**src/sv/coseas_pkg.sv**
```systemverilog
// shared types, constants and the 1 - cos table for the cosine ease-in-out stepper
// no dependencies; imported by every module of the block
package coseas_pkg;

  localparam int COORD_W     = 24;   // signed q16.8 coordinate
  localparam int ANGLE_STEPS = 90;   // table steps over a quarter turn
  localparam int FRAC_W      = 15;   // q1.15 cosine
  localparam int ONEMC_W     = 16;   // 1 - cos, up to 1.0 = 32768
  localparam int IDX_W       = $clog2(ANGLE_STEPS + 1);
  localparam int ANG_W       = $clog2(ANGLE_STEPS + 2);
  localparam int PROD_W      = COORD_W + ONEMC_W + 1;
  localparam int SCL_W       = PROD_W - FRAC_W;
  localparam int SUM_W       = SCL_W + 1;
  localparam int QDEPTH      = 4;
  localparam int QPTR_W      = $clog2(QDEPTH);
  localparam int QCNT_W      = $clog2(QDEPTH + 1);

  localparam int S_TDATA_W   = ((1 + 4 * COORD_W) + 7) / 8 * 8;
  localparam int M_TDATA_W   = ((2 * COORD_W + 1) + 7) / 8 * 8;

  localparam logic MODE_START = 1'b0;
  localparam logic MODE_TICK  = 1'b1;

  localparam longint unsigned PI_HALF_Q30 = 64'd1686629713;

  typedef enum logic [2:0] {
    KIND_EASE_IN  = 3'b001,
    KIND_EASE_OUT = 3'b010,
    KIND_HOLD     = 3'b100
  } kind_e;

  // one tick as the back end needs it
  typedef struct packed {
    kind_e                      kind;
    logic [IDX_W-1:0]           idx;
    logic signed [COORD_W-1:0]  base_x;
    logic signed [COORD_W-1:0]  base_y;
    logic signed [COORD_W-1:0]  half_x;
    logic signed [COORD_W-1:0]  half_y;
  } tick_t;

  typedef logic [ONEMC_W-1:0] onemc_table_t [ANGLE_STEPS+1];

  // 1 - cos per step, built with integer taylor series at elaboration
  function automatic onemc_table_t gen_onemc_table();
    onemc_table_t       tbl;
    longint unsigned    x;
    longint unsigned    x2;
    longint unsigned    term;
    longint             sum;
    longint unsigned    rom;
    for (int a = 0; a <= ANGLE_STEPS; a++) begin
      x    = (longint'(a) * PI_HALF_Q30) / ANGLE_STEPS;
      x2   = (x * x) >> 30;
      term = 64'd1 << 30;
      sum  = longint'(term);
      // leading one plus twelve series terms, alternating in sign, divisors (2k-1)*2k
      term = ((term * x2) >> 30) / 64'd2;
      sum  = sum - longint'(term);
      term = ((term * x2) >> 30) / 64'd12;
      sum  = sum + longint'(term);
      term = ((term * x2) >> 30) / 64'd30;
      sum  = sum - longint'(term);
      term = ((term * x2) >> 30) / 64'd56;
      sum  = sum + longint'(term);
      term = ((term * x2) >> 30) / 64'd90;
      sum  = sum - longint'(term);
      term = ((term * x2) >> 30) / 64'd132;
      sum  = sum + longint'(term);
      term = ((term * x2) >> 30) / 64'd182;
      sum  = sum - longint'(term);
      term = ((term * x2) >> 30) / 64'd240;
      sum  = sum + longint'(term);
      term = ((term * x2) >> 30) / 64'd306;
      sum  = sum - longint'(term);
      term = ((term * x2) >> 30) / 64'd380;
      sum  = sum + longint'(term);
      term = ((term * x2) >> 30) / 64'd462;
      sum  = sum - longint'(term);
      term = ((term * x2) >> 30) / 64'd552;
      sum  = sum + longint'(term);
      if (sum < 0) sum = 0;
      rom = ((longint'(sum) << 15) + (64'd1 << 29)) >> 30;
      tbl[a] = ONEMC_W'(64'd32768 - rom);
    end
    return tbl;
  endfunction

  localparam onemc_table_t ONEMC_TABLE = gen_onemc_table();

endpackage

```
**src/sv/coseas_front.sv**
```systemverilog
// front end: takes items, keeps move state, turns ticks into queue entries
// depends on coseas_pkg
module coseas_front
  import coseas_pkg::*;
(
  input  logic                       clk_i,
  input  logic                       rst_ni,
  input  logic                       accept_i,
  input  logic                       mode_i,
  input  logic                       one_axis_i,
  input  logic signed [COORD_W-1:0]  start_x_i,
  input  logic signed [COORD_W-1:0]  start_y_i,
  input  logic signed [COORD_W-1:0]  target_x_i,
  input  logic signed [COORD_W-1:0]  target_y_i,
  output logic                       push_o,
  output tick_t                      tick_o
);

  typedef enum logic [2:0] {
    PH_EASE_IN  = 3'b001,
    PH_EASE_OUT = 3'b010,
    PH_DONE     = 3'b100
  } phase_e;

  phase_e                    phase_q, phase_d;
  logic [ANG_W-1:0]          angle_q, angle_d;
  logic signed [COORD_W-1:0] origin_x_q, origin_x_d, origin_y_q, origin_y_d;
  logic signed [COORD_W-1:0] target_x_q, target_x_d, target_y_q, target_y_d;
  logic signed [COORD_W-1:0] half_x_q, half_x_d, half_y_q, half_y_d;
  logic signed [COORD_W:0]   full_x, full_y;

  assign full_x = {target_x_i[COORD_W-1], target_x_i} - {start_x_i[COORD_W-1], start_x_i};
  assign full_y = {target_y_i[COORD_W-1], target_y_i} - {start_y_i[COORD_W-1], start_y_i};

  always_comb begin
    phase_d    = phase_q;
    angle_d    = angle_q;
    origin_x_d = origin_x_q;
    origin_y_d = origin_y_q;
    target_x_d = target_x_q;
    target_y_d = target_y_q;
    half_x_d   = half_x_q;
    half_y_d   = half_y_q;
    push_o     = 1'b0;
    tick_o.kind   = KIND_HOLD;
    tick_o.idx    = angle_q[IDX_W-1:0];
    tick_o.base_x = origin_x_q;
    tick_o.base_y = origin_y_q;
    tick_o.half_x = half_x_q;
    tick_o.half_y = half_y_q;
    if (accept_i) begin
      if (mode_i == MODE_START) begin
        phase_d    = PH_EASE_IN;
        angle_d    = '0;
        origin_x_d = start_x_i;
        target_x_d = target_x_i;
        half_x_d   = full_x[COORD_W:1];   // floor of half
        if (one_axis_i) begin
          origin_y_d = '0;
          target_y_d = '0;
          half_y_d   = '0;
        end else begin
          origin_y_d = start_y_i;
          target_y_d = target_y_i;
          half_y_d   = full_y[COORD_W:1];
        end
      end else begin
        push_o = 1'b1;
        unique case (phase_q)
          PH_EASE_IN: begin
            tick_o.kind = KIND_EASE_IN;
            angle_d     = angle_q + ANG_W'(1);
            if (angle_q == ANG_W'(ANGLE_STEPS)) phase_d = PH_EASE_OUT;
          end
          PH_EASE_OUT: begin
            tick_o.kind   = KIND_EASE_OUT;
            tick_o.base_x = target_x_q;
            tick_o.base_y = target_y_q;
            angle_d       = angle_q - ANG_W'(1);
            // stepping below zero reads the table at one step
            if (angle_q == '0) begin
              tick_o.idx = IDX_W'(1);
              phase_d    = PH_DONE;
            end else begin
              tick_o.idx = IDX_W'(angle_q - ANG_W'(1));
            end
          end
          default: begin
            tick_o.kind = KIND_HOLD;
          end
        endcase
      end
    end
  end

  always_ff @(posedge clk_i or negedge rst_ni) begin
    if (!rst_ni) begin
      phase_q <= PH_DONE;
      angle_q <= '0;
    end else begin
      phase_q <= phase_d;
      angle_q <= angle_d;
    end
  end

  always_ff @(posedge clk_i) begin
    origin_x_q <= origin_x_d;
    origin_y_q <= origin_y_d;
    target_x_q <= target_x_d;
    target_y_q <= target_y_d;
    half_x_q   <= half_x_d;
    half_y_q   <= half_y_d;
  end

endmodule

```
**src/sv/coseas_queue.sv**
```systemverilog
// short fifo of tick entries between front and back end
// depends on coseas_pkg
module coseas_queue
  import coseas_pkg::*;
(
  input  logic  clk_i,
  input  logic  rst_ni,
  input  logic  push_i,
  input  tick_t push_data_i,
  output logic  full_o,
  output logic  valid_o,
  output tick_t data_o,
  input  logic  pop_i
);

  tick_t              slot_q [QDEPTH];
  logic [QPTR_W-1:0]  wr_ptr_q, rd_ptr_q;
  logic [QCNT_W-1:0]  count_q;
  logic               do_push, do_pop;

  assign full_o  = (count_q == QCNT_W'(QDEPTH));
  assign valid_o = (count_q != '0);
  assign data_o  = slot_q[rd_ptr_q];
  assign do_push = push_i && !full_o;
  assign do_pop  = pop_i && valid_o;

  always_ff @(posedge clk_i or negedge rst_ni) begin
    if (!rst_ni) begin
      wr_ptr_q <= '0;
      rd_ptr_q <= '0;
      count_q  <= '0;
    end else begin
      if (do_push) wr_ptr_q <= wr_ptr_q + QPTR_W'(1);
      if (do_pop)  rd_ptr_q <= rd_ptr_q + QPTR_W'(1);
      if (do_push && !do_pop)      count_q <= count_q + QCNT_W'(1);
      else if (do_pop && !do_push) count_q <= count_q - QCNT_W'(1);
    end
  end

  always_ff @(posedge clk_i) begin
    if (do_push) slot_q[wr_ptr_q] <= push_data_i;
  end

endmodule

```
**src/sv/coseas_back.sv**
```systemverilog
// back end: table lookup and multiply, then offset, saturate and output register
// depends on coseas_pkg
module coseas_back
  import coseas_pkg::*;
(
  input  logic                       clk_i,
  input  logic                       rst_ni,
  input  logic                       valid_i,
  input  tick_t                      tick_i,
  output logic                       pop_o,
  output logic                       valid_o,
  input  logic                       ready_i,
  output logic signed [COORD_W-1:0]  eased_x_o,
  output logic signed [COORD_W-1:0]  eased_y_o,
  output logic                       done_o
);

  localparam logic signed [PROD_W-1:0] ROUND_BIAS = PROD_W'(1) << (FRAC_W - 1);
  localparam logic signed [SUM_W-1:0]  SAT_HI = SUM_W'((1 << (COORD_W - 1)) - 1);
  localparam logic signed [SUM_W-1:0]  SAT_LO = -SAT_HI - SUM_W'(1);

  function automatic logic signed [COORD_W-1:0] sat(input logic signed [SUM_W-1:0] v);
    logic signed [COORD_W-1:0] r;
    if (v > SAT_HI)      r = SAT_HI[COORD_W-1:0];
    else if (v < SAT_LO) r = SAT_LO[COORD_W-1:0];
    else                 r = v[COORD_W-1:0];
    return r;
  endfunction

  logic                      s1_valid_q;
  kind_e                     s1_kind_q;
  logic signed [COORD_W-1:0] s1_base_x_q, s1_base_y_q;
  logic signed [PROD_W-1:0]  s1_prod_x_q, s1_prod_y_q;
  logic                      s2_valid_q;
  logic signed [COORD_W-1:0] s2_x_q, s2_y_q;
  logic                      s2_done_q;

  logic                      s1_ready, s2_ready;
  logic [ONEMC_W-1:0]        onemc;
  logic signed [PROD_W-1:0]  prod_x, prod_y;
  logic signed [SUM_W-1:0]   base_x, base_y, scl_x, scl_y, sum_x, sum_y;

  assign s2_ready = !s2_valid_q || ready_i;
  assign s1_ready = !s1_valid_q || s2_ready;
  assign pop_o    = valid_i && s1_ready;

  // stage one: 1 - cos lookup and rounded product per axis
  assign onemc  = ONEMC_TABLE[tick_i.idx];
  assign prod_x = tick_i.half_x * $signed({1'b0, onemc}) + ROUND_BIAS;
  assign prod_y = tick_i.half_y * $signed({1'b0, onemc}) + ROUND_BIAS;

  // stage two: floor shift, offset from origin or target, saturate
  assign scl_x  = SUM_W'($signed(s1_prod_x_q[PROD_W-1:FRAC_W]));
  assign scl_y  = SUM_W'($signed(s1_prod_y_q[PROD_W-1:FRAC_W]));
  assign base_x = SUM_W'(s1_base_x_q);
  assign base_y = SUM_W'(s1_base_y_q);
  assign sum_x  = (s1_kind_q == KIND_EASE_OUT) ? base_x - scl_x : base_x + scl_x;
  assign sum_y  = (s1_kind_q == KIND_EASE_OUT) ? base_y - scl_y : base_y + scl_y;

  always_ff @(posedge clk_i or negedge rst_ni) begin
    if (!rst_ni) begin
      s1_valid_q <= 1'b0;
      s2_valid_q <= 1'b0;
      s2_x_q     <= '0;
      s2_y_q     <= '0;
      s2_done_q  <= 1'b0;
    end else begin
      if (s1_ready) s1_valid_q <= valid_i;
      if (s2_ready) s2_valid_q <= s1_valid_q;
      if (s2_ready && s1_valid_q) begin
        // a hold tick leaves the last point in place
        if (s1_kind_q == KIND_HOLD) begin
          s2_done_q <= 1'b1;
        end else begin
          s2_x_q    <= sat(sum_x);
          s2_y_q    <= sat(sum_y);
          s2_done_q <= 1'b0;
        end
      end
    end
  end

  always_ff @(posedge clk_i) begin
    if (pop_o) begin
      s1_kind_q   <= tick_i.kind;
      s1_base_x_q <= tick_i.base_x;
      s1_base_y_q <= tick_i.base_y;
      s1_prod_x_q <= prod_x;
      s1_prod_y_q <= prod_y;
    end
  end

  assign valid_o   = s2_valid_q;
  assign eased_x_o = s2_x_q;
  assign eased_y_o = s2_y_q;
  assign done_o    = s2_done_q;

endmodule

```
**src/sv/cosine_ease_in_out_stepper_unit.sv**
```systemverilog
// top level of the cosine ease-in-out stepper: front end, tick queue, back end
// depends on coseas_pkg, coseas_front, coseas_queue, coseas_back
//
//  channel  dir  handshake                    payload
//  s_axis   in   s_axis_tvalid/s_axis_tready  tuser: mode; tdata: one_axis, start/target x/y
//  m_axis   out  m_axis_tvalid/m_axis_tready  tdata: eased_x, eased_y, done_res
//
// one word a cycle while the tick queue has room; a tick word's result passes the queue write,
// lookup and multiply, and offset and saturate registers, a start word gives none
// input ready follows the four-entry tick queue only, so starts and ticks flow
// while a result waits at the output register
// reset puts the stepper in its finished state with the held point at zero
module cosine_ease_in_out_stepper_unit
  import coseas_pkg::*;
(
  input  logic                  clk_i,
  input  logic                  rst_ni,
  input  logic                  s_axis_tvalid,
  output logic                  s_axis_tready,
  input  logic [S_TDATA_W-1:0]  s_axis_tdata,   // one_axis, start_x, start_y, target_x, target_y
  input  logic                  s_axis_tuser,   // mode
  output logic                  m_axis_tvalid,
  input  logic                  m_axis_tready,
  output logic [M_TDATA_W-1:0]  m_axis_tdata    // eased_x, eased_y, done_res
);

  logic                      accept;
  logic                      push, q_full, q_valid, q_pop;
  tick_t                     push_tick, q_tick;
  logic signed [COORD_W-1:0] eased_x, eased_y;
  logic                      done_res;

  // a start never enters the queue but is held back with ticks for simplicity
  assign s_axis_tready = !q_full;
  assign accept        = s_axis_tvalid && s_axis_tready;

  coseas_front u_front (
    .clk_i      (clk_i),
    .rst_ni     (rst_ni),
    .accept_i   (accept),
    .mode_i     (s_axis_tuser),
    .one_axis_i (s_axis_tdata[0]),
    .start_x_i  ($signed(s_axis_tdata[COORD_W:1])),
    .start_y_i  ($signed(s_axis_tdata[2*COORD_W:COORD_W+1])),
    .target_x_i ($signed(s_axis_tdata[3*COORD_W:2*COORD_W+1])),
    .target_y_i ($signed(s_axis_tdata[4*COORD_W:3*COORD_W+1])),
    .push_o     (push),
    .tick_o     (push_tick)
  );

  coseas_queue u_queue (
    .clk_i       (clk_i),
    .rst_ni      (rst_ni),
    .push_i      (push),
    .push_data_i (push_tick),
    .full_o      (q_full),
    .valid_o     (q_valid),
    .data_o      (q_tick),
    .pop_i       (q_pop)
  );

  coseas_back u_back (
    .clk_i     (clk_i),
    .rst_ni    (rst_ni),
    .valid_i   (q_valid),
    .tick_i    (q_tick),
    .pop_o     (q_pop),
    .valid_o   (m_axis_tvalid),
    .ready_i   (m_axis_tready),
    .eased_x_o (eased_x),
    .eased_y_o (eased_y),
    .done_o    (done_res)
  );

  // pack result word, zero fill to whole bytes
  assign m_axis_tdata = M_TDATA_W'({done_res, eased_y, eased_x});

endmodule
```
**config.mk**
```make
export PLATFORM = sky130hd
export DESIGN_NAME = cosine_ease_in_out_stepper_unit
export DESIGN_NICKNAME = d
export VERILOG_FILES = /design/src/sv/coseas_pkg.sv /design/src/sv/coseas_front.sv /design/src/sv/coseas_queue.sv /design/src/sv/coseas_back.sv /design/src/sv/cosine_ease_in_out_stepper_unit.sv
export SDC_FILE = /design/constraint.sdc
export NUM_CORES = 2
export LEC_CHECK = 0
export BUFFER_PORTS_ARGS = -buffer_cell sky130_fd_sc_hd__buf_2
export CAP_MARGIN = 5
export CORE_UTILIZATION = 65
export CTS_CLUSTER_SIZE = 40
export DETAILED_ROUTE_END_ITERATION = 16
export PLACE_DENSITY_LB_ADDON = 0.08
export REMOVE_ABC_BUFFERS = 1
export SLEW_MARGIN = 15
export SYNTH_ARGS = -nofsm -noshare
export SYNTH_HDL_FRONTEND = slang
export SYNTH_SLANG_ARGS = --single-unit
export TNS_END_PERCENT = 30
```
**constraint.sdc**
```tcl
create_clock -name clk_i -period 21 [get_ports clk_i]
set_clock_uncertainty 0.15 [all_clocks]
set_input_delay 1.05 -clock clk_i [delete_from_list [all_inputs] [get_ports clk_i]]
set_output_delay 1.05 -clock clk_i [all_outputs]
set_load 0.02 [all_outputs]
```
# Word-level counts from Yosys, hierarchy flattened
# Memory sizes are Yosys's and may differ from the RTL's.
# Index checks and enable logic that the tools add are counted.
op_classes:
  n_addsub: 14
  mul: 2
  magnitude_cmp: 5
  eq_ne: 9
  n_mux: 26
  bitwise_logic: 3
  n_reduce_logical: 21
op_table:
  columns: ["cell", "n"]
  rows:
  - ["58-bit 2-to-1 mux", 2]
  - ["24-bit 2-to-1 mux", 4]
  - ["41-bit by 16-bit adder with 41-bit output, second input constant", 2]
  - ["24-bit by 17-bit multiplier with 41-bit output", 2]
  - ["55-bit 2-to-1 mux", 1]
  - ["24-bit by 26-bit adder with 27-bit output", 2]
  - ["27-bit by 24-bit > comparator with 1-bit output, second input constant", 2]
  - ["27-bit by 24-bit less-than comparator with 1-bit output, second input constant", 2]
  - ["27-bit 2-to-1 mux", 2]
  - ["24-bit by 26-bit subtractor with 27-bit output", 2]
  - ["24-bit by 24-bit subtractor with 25-bit output", 2]
  - ["16-bit 2-to-1 mux", 2]
  - ["3-bit 2-to-1 mux", 5]
  - ["7-bit 2-to-1 mux", 2]
  - ["7-bit case mux with 2 select lines", 1]
  - ["3-bit case mux with 2 select lines", 2]
  - ["8-bit >= comparator, second input constant", 1]
  - ["7-bit inverter with 8-bit output", 1]
  - ["7-bit by 1-bit adder with 7-bit output, second input constant", 1]
  - ["7-bit == test, second input constant", 1]
  - ["1-bit logical AND", 7]
  - ["7-bit logical NOT", 1]
  - ["7-bit by 1-bit subtractor with 7-bit output, second input constant", 1]
  - ["3-bit by 2-bit == test with 1-bit output, second input constant", 2]
  - ["15 further kinds", 30]
word_totals:
  reg_bits: 345
  ramBits: 424
  romBits: 2048
  inputBits: 109
  wordCells: 103
  n_memories: 2
memory_table:
  columns: ["memory", "words", "width", "rd", "rd_clocked_by_memory_dff", "write_ports", "line", "rtl"]
  rows:
  - ["(name not given)", 128, 16, 1, 0, 0, "coseas_back.sv:48", "assign onemc = ONEMC_TABLE[tick_i.idx];"]
  - ["u_queue.slot_q", 4, 106, 1, 0, 1, "coseas_queue.sv:16", "tick_t slot_q [QDEPTH];"]

# Longest topological paths before layout
logic_depth:
  word_depth: 9
  ltp_mapped: 40
  mapped_depth_nobuf: 34

# Cells and area by module
# Synthesis repeated with hierarchy kept, for this count alone.
hier_totals:
  hier_cells: 5814
  area_unflattened_um2: 63852.5
modules_own_cells:
  columns: ["mod", "n_inst", "cells_each", "area_per_inst_um2"]
  rows:
  - ["coseas_back", 1, 4353, 39440.3]
  - ["coseas_queue", 1, 589, 15675.0]
  - ["coseas_front", 1, 861, 8663.3]
  - ["cosine_ease_in_out_stepper_unit", 1, 11, 73.8]

# Worst setup path before layout
# Ideal clock, no wire load.
synth_timing:
  path_type: "reg2reg"
  startpoint: "register u_queue.rd_ptr_q[0]"
  endpoint: "register u_back.s1_prod_y_q[26] (data pin)"
  setup_ps: 138
  arrival_time_ps: 8794
  required_ps: 20712
  setup_slack_ps: 11918
  stages_incl_launch_ff: 38
  path_cell_list: "dfrtp_1 -> buf_6 -> mux4_2 -> buf_1 -> inv_1 -> ha_1 -> clkbuf_1 -> nand2_1 -> and3_1 -> a311oi_1 -> o21ai_0 -> o21ai_0 -> nor2_1 -> a31oi_1 -> clkbuf_1 -> buf_1 -> nor2_1 -> fa_1 -> (+2 left out) -> fa_1 -> inv_1 -> fa_1 -> fa_1 -> inv_1 -> fa_1 -> inv_1 -> ha_1 -> a21oi_1 -> o21bai_1 -> a21oi_1 -> o21ai_0 -> a221o_1 -> a21o_1 -> o21a_1 -> o22a_1 -> or4_1 -> nand4_1"
synth_between:
  elab_chain_cells: 7
synth_lines:
  columns: ["item", "line", "rtl"]
  rows:
  - ["start: declaration", "coseas_queue.sv:17", "logic [QPTR_W-1:0] wr_ptr_q, rd_ptr_q;"]
  - ["start signal: assignment", "coseas_queue.sv:34", "if (do_pop) rd_ptr_q <= rd_ptr_q + QPTR_W'(1);"]
  - ["memory read 4 x 106 bit (*)", null, null]
  - ["7-bit inverter with 8-bit output (not written as such)", "coseas_back.sv:48", null]
  - ["memory read 128 x 16 bit", null, null]
  - ["16-bit 2-to-1 mux (not written as such) (2 in series)", "coseas_back.sv:48", null]
  - ["24-bit by 17-bit multiplier with 41-bit output (*)", "coseas_back.sv:50", "assign prod_y = tick_i.half_y * $signed({1'b0, onemc}) + ROUND_BIAS;"]
  - ["41-bit by 16-bit adder with 41-bit output (*)", "coseas_back.sv:50", null]
  - ["net u_back.prod_y[26]", "coseas_back.sv:40", "logic signed [PROD_W-1:0] prod_x, prod_y;"]
  - ["end signal: assignment", "coseas_back.sv:89", "s1_prod_y_q <= prod_y;"]
  - ["end: declaration", "coseas_back.sv:33", "logic signed [PROD_W-1:0] s1_prod_x_q, s1_prod_y_q;"]
# Mark *: on every way through the listed nets, which the timed path passes. The rest lies on a longest branch. The select of a mux whose other input is x is not followed.
# A chain may end at the register's enable or synchronous reset.

# Final worst setup path
layout_timing:
  startpoint: "register u_queue.rd_ptr_q[0]"
  endpoint: "register u_back.s1_prod_x_q[40] (data pin)"
layout_between:
  elab_chain_cells: 7
layout_lines:
  columns: ["item", "line", "rtl"]
  rows:
  - ["memory read 4 x 106 bit (*)", null, null]
  - ["7-bit inverter with 8-bit output (not written as such)", "coseas_back.sv:48", null]
  - ["memory read 128 x 16 bit", null, null]
  - ["16-bit 2-to-1 mux (not written as such) (2 in series)", "coseas_back.sv:48", null]
  - ["24-bit by 17-bit multiplier with 41-bit output (*)", "coseas_back.sv:49", "assign prod_x = tick_i.half_x * $signed({1'b0, onemc}) + ROUND_BIAS;"]
  - ["41-bit by 16-bit adder with 41-bit output (*)", "coseas_back.sv:49", null]
  - ["net u_back.prod_x[40]", "coseas_back.sv:40", null]
  - ["end signal: assignment", "coseas_back.sv:88", "s1_prod_x_q <= prod_x;"]
  - ["end: declaration", "coseas_back.sv:33", null]
# Marks and branches as above.

==> results by group <==
Final layout
  • Share of cells above drive strength 1: roughly 8.8%
  • Fin nets: around 7.3k
  • Area Growth Syn to Fin: 7.49%

Clock network
  • CTS tree: done
  • TritonCTS Buffers: 74
  • Clock sink count: ~740
  • Hold Buf Count CTS: 0
  • PostCTS Resize Cnt: 0
  • Post-CTS Setup Bufs: 0
  • Clock Tree Root: clkbuf_16
  • CTS H-tree lvls: 3
  • Clock slew at reported path FFs: approximately 0.070 ns
  • Skew-Pair Late Insertion Delay: 0.63 ns
  • Clk buf depth: 3

Logic synthesis
  • Ys flop type: edfxtp_1
  • Netlist cell types: between 100 and 150
  • Yosys top cell by area: edfxtp_1
  • Ys async rst share: roughly 9%
  • Number of flops mapped to enable cells by yosys: roughly 670
  • #FFs+latches synth: ~740
  • Top cell type's share of synthesized area: a little under a third
  • Post-synth design cell area: between 60000 and 70000 um2
  • Syn avg cell area: roughly 11 um2
  • Cells after Synth: 5957
  • Sequential-to-total area share from yosys stat: between 30% and 40%
  • Synth area leaders: edfxtp_1, fa_1, ha_1, inv_1, nor2_1
  • YS warnings: 0

Timing
  • Final Cycle Share: 53.5%
  • Minimum clock period: about 11 ns
  • Endpoints failing hold: 0
  • Final setup fails: 0
  • Fmax: just under 90 MHz
  • Post-route setup TNS: 0 ns
  • RSZ-0062 raised after global routing: false
  • Slew Limit Fails: 0
  • Slew HR: approximately 15%
  • Pin slew with the least headroom to its limit: 1.27 ns

Global routing
  • Maximum number of pins on one net before global-route repair: 71
  • Initial antenna violation count: 10
  • Global Route Usage Sum: about a third
  • Global-route wire length before repair: 241 mm
  • Gr ovfl total: 0
  • Vias in the first global route: ~45k

Detailed routing
  • DR vias/cell: about 5.9
  • DRT Pass-1 Iters: 6
  • Drt wl/cell: roughly 20 um
  • # DRC: 0
  • WL final: approximately 150 mm
  • Detail Route Antenna Nets: 0
  • Initial DRC Count: 4071
  • Via count: 43.7k

Critical path
  • CP Launch Type: flip-flop
  • Slowest stage delay, CP: 0.76 ns
  • Critical Path Fanout Max: 25
  • Reg2reg end: u_back.s1_prod_x_q[40]$_DFFE_PP_
  • Slowest cell on crit path: mux4_2
  • Crit-path most repeated cell: fa_1
  • Flop2flop setup slack: slightly below 10 ns
  • CP Capture Type: flip-flop
  • Worst reg2reg path depth: 34
  • Worst r2r src: u_queue.rd_ptr_q[0]$_DFFE_PN0P_
  • Crit path DAT: around 11 ns
  • Worst EP required: 21.23 ns
  • CP Class: reg -> reg

Floorplanning
  • Die boundary height: roughly 310 um
  • Core Rows: roughly 110
  • Core Box Area: ~96000 um2
  • Die area: between 90000 and 100000 um2
  • Initial Util: about two thirds
  • # IOs: 167
  • Chip width: roughly 310 um

Hold path
  • Hold Path Class: in -> async

Run status
  • Outcome: finished clean

Job
  • MaxCap Viol Count: 0

Place
  • PortBufs: roughly 150
  • GP Congestion: between 0.9 and 1
  • HPWL Detailed: 111 mm
## cells in the mapped netlist (29+ instances only)
master / number
inv_1: 1083
fa_1: 757
nor2_1: 703
edfxtp_1: 671
nand2_1: 541
ha_1: 363
a21oi_1: 211
clkbuf_1: 164
o21ai_0: 160
xnor2_1: 124
nand2b_1: 76
a21o_1: 73
o21a_1: 70
xor2_1: 69
dfrtp_1: 67
mux2i_1: 65
mux4_2: 58
nor3_1: 56
mux2_2: 55
nor2b_1: 52
buf_1: 41
o21ai_1: 39
nand3_1: 29
## worst max-delay path by stage
stage                                                from                                to  slack (ns)  depth (start not counted)
final                     u_queue.rd_ptr_q[0]$_DFFE_PN0P_  u_back.s1_prod_x_q[40]$_DFFE_PP_        9.77                         34
after global routing      u_queue.rd_ptr_q[0]$_DFFE_PN0P_  u_back.s1_prod_x_q[38]$_DFFE_PP_        9.28                         34
after CTS                 u_queue.rd_ptr_q[0]$_DFFE_PN0P_  u_back.s1_prod_x_q[40]$_DFFE_PP_        9.95                         34
after detailed placement  u_queue.rd_ptr_q[0]$_DFFE_PN0P_  u_back.s1_prod_x_q[34]$_DFFE_PP_        9.97                         34
after global placement    u_queue.rd_ptr_q[0]$_DFFE_PN0P_  u_back.s1_prod_x_q[34]$_DFFE_PP_       10.01                         34
after floorplan           u_queue.rd_ptr_q[0]$_DFFE_PN0P_  u_back.s1_prod_y_q[26]$_DFFE_PP_        6.00                         27
## worst max-delay path, delay by kind of cell (launching register included)
| kind | cells | cell delay (ns) |
|---|---|---|
| fa+ha+maj | 8 | 3.80 |
| simple gates | 11 | 2.43 |
| compound gates | 7 | 2.03 |
| buf+inv | 6 | 0.93 |
| mux | 1 | 0.76 |
| flops | 1 | 0.63 |
| xor+xnor | 1 | 0.17 |
## layout by cell type, fill, tap and decap left out, drive strengths merged, types with 65 or more instances in the layout
cell type  netlist  routed
nor2           703     703
nand2          541     541
a21oi          212     212
clkbuf         164      96
xor2            69      69
buf             65     235
o21a            70      70
xnor2          124     124
dfrtp           67      67
mux2i           65      65
nand2b          76      76
edfxtp         671     671
inv           1085    1089
ha             363     363
fa             757     757
o21ai          201     201
a21o            73      73
## logic make-up (layout without fill, tap and decap cells)
kind of cell | Yosys count | after routing | share of synthesized area [%]
fa+ha+maj | 1120 | 1120 | 31.2
compound gates | 814 | 814 | 8.51
flops | 739 | 739 | 34.6
xor+xnor | 193 | 193 | 2.68
mux | 180 | 180 | 4.15
buf+inv | 1316 | 1457 | 7.94
other cells | 1 | 9 | 0.00595
simple gates | 1594 | 1594 | 10.8
## stage by stage
stage	util, %	cell area [um2]	cells	worst slack (ns)	hold WS (ns)
6_report	70.9	67800	7371	9.77	0.249
5_1_grt	70.9	67800	7370	9.28	0.267
4_1_cts	70.9	67800	7369	9.95	0.241
3_5_place_dp	68.4	65400	7234	9.97	0.315
3_3_place_gp	68.4	65400	7234	10.01	0.316
2_1_floorplan	-	62200	5734	6.00	0.309
## registers in the layout, summed over array words and instances (netlist names), 3 cells and up
register            count
u_front.phase_q         3
u_back.s1_kind_q        3
u_front.half_y_q       24
u_front.origin_x_q     24
u_back.s1_prod_y_q     26
u_front.target_x_q     24
u_back.eased_y_o       24
u_back.s1_base_y_q     24
u_queue.count_q         3
u_front.target_y_q     24
u_queue.slot_q        424
u_front.origin_y_q     24
u_back.eased_x_o       24
u_back.s1_prod_x_q     26
u_back.s1_base_x_q     24
u_front.angle_q         7
u_front.half_x_q       24
## metal layers
metal	GRT usage (%)	wire [um]	vias to the layer above	part of all wire, %
met5	0	31	-	0.021
met4	9.38	4410	4	2.9
met3	4.35	12000	264	8.0
met2	51.3	71400	1729	47
met1	45.7	63200	22100	42
li1	-	-	19600	-
## final cells by class
class,count,area (um2)
Antenna cell,2,5.00
Multi-Input combinational cell,3908,36500
Timing Repair Buffer,235,1390
Fill cell,7085,27800
Inverter,1087,4080
Tap cell,1265,1580
Clock inverter,39,374
Sequential cell,739,21900
Clock buffer,96,2020
Power is not shown: default switching activity piles up to over one toggle a cycle in this logic, so the estimate is an artifact.
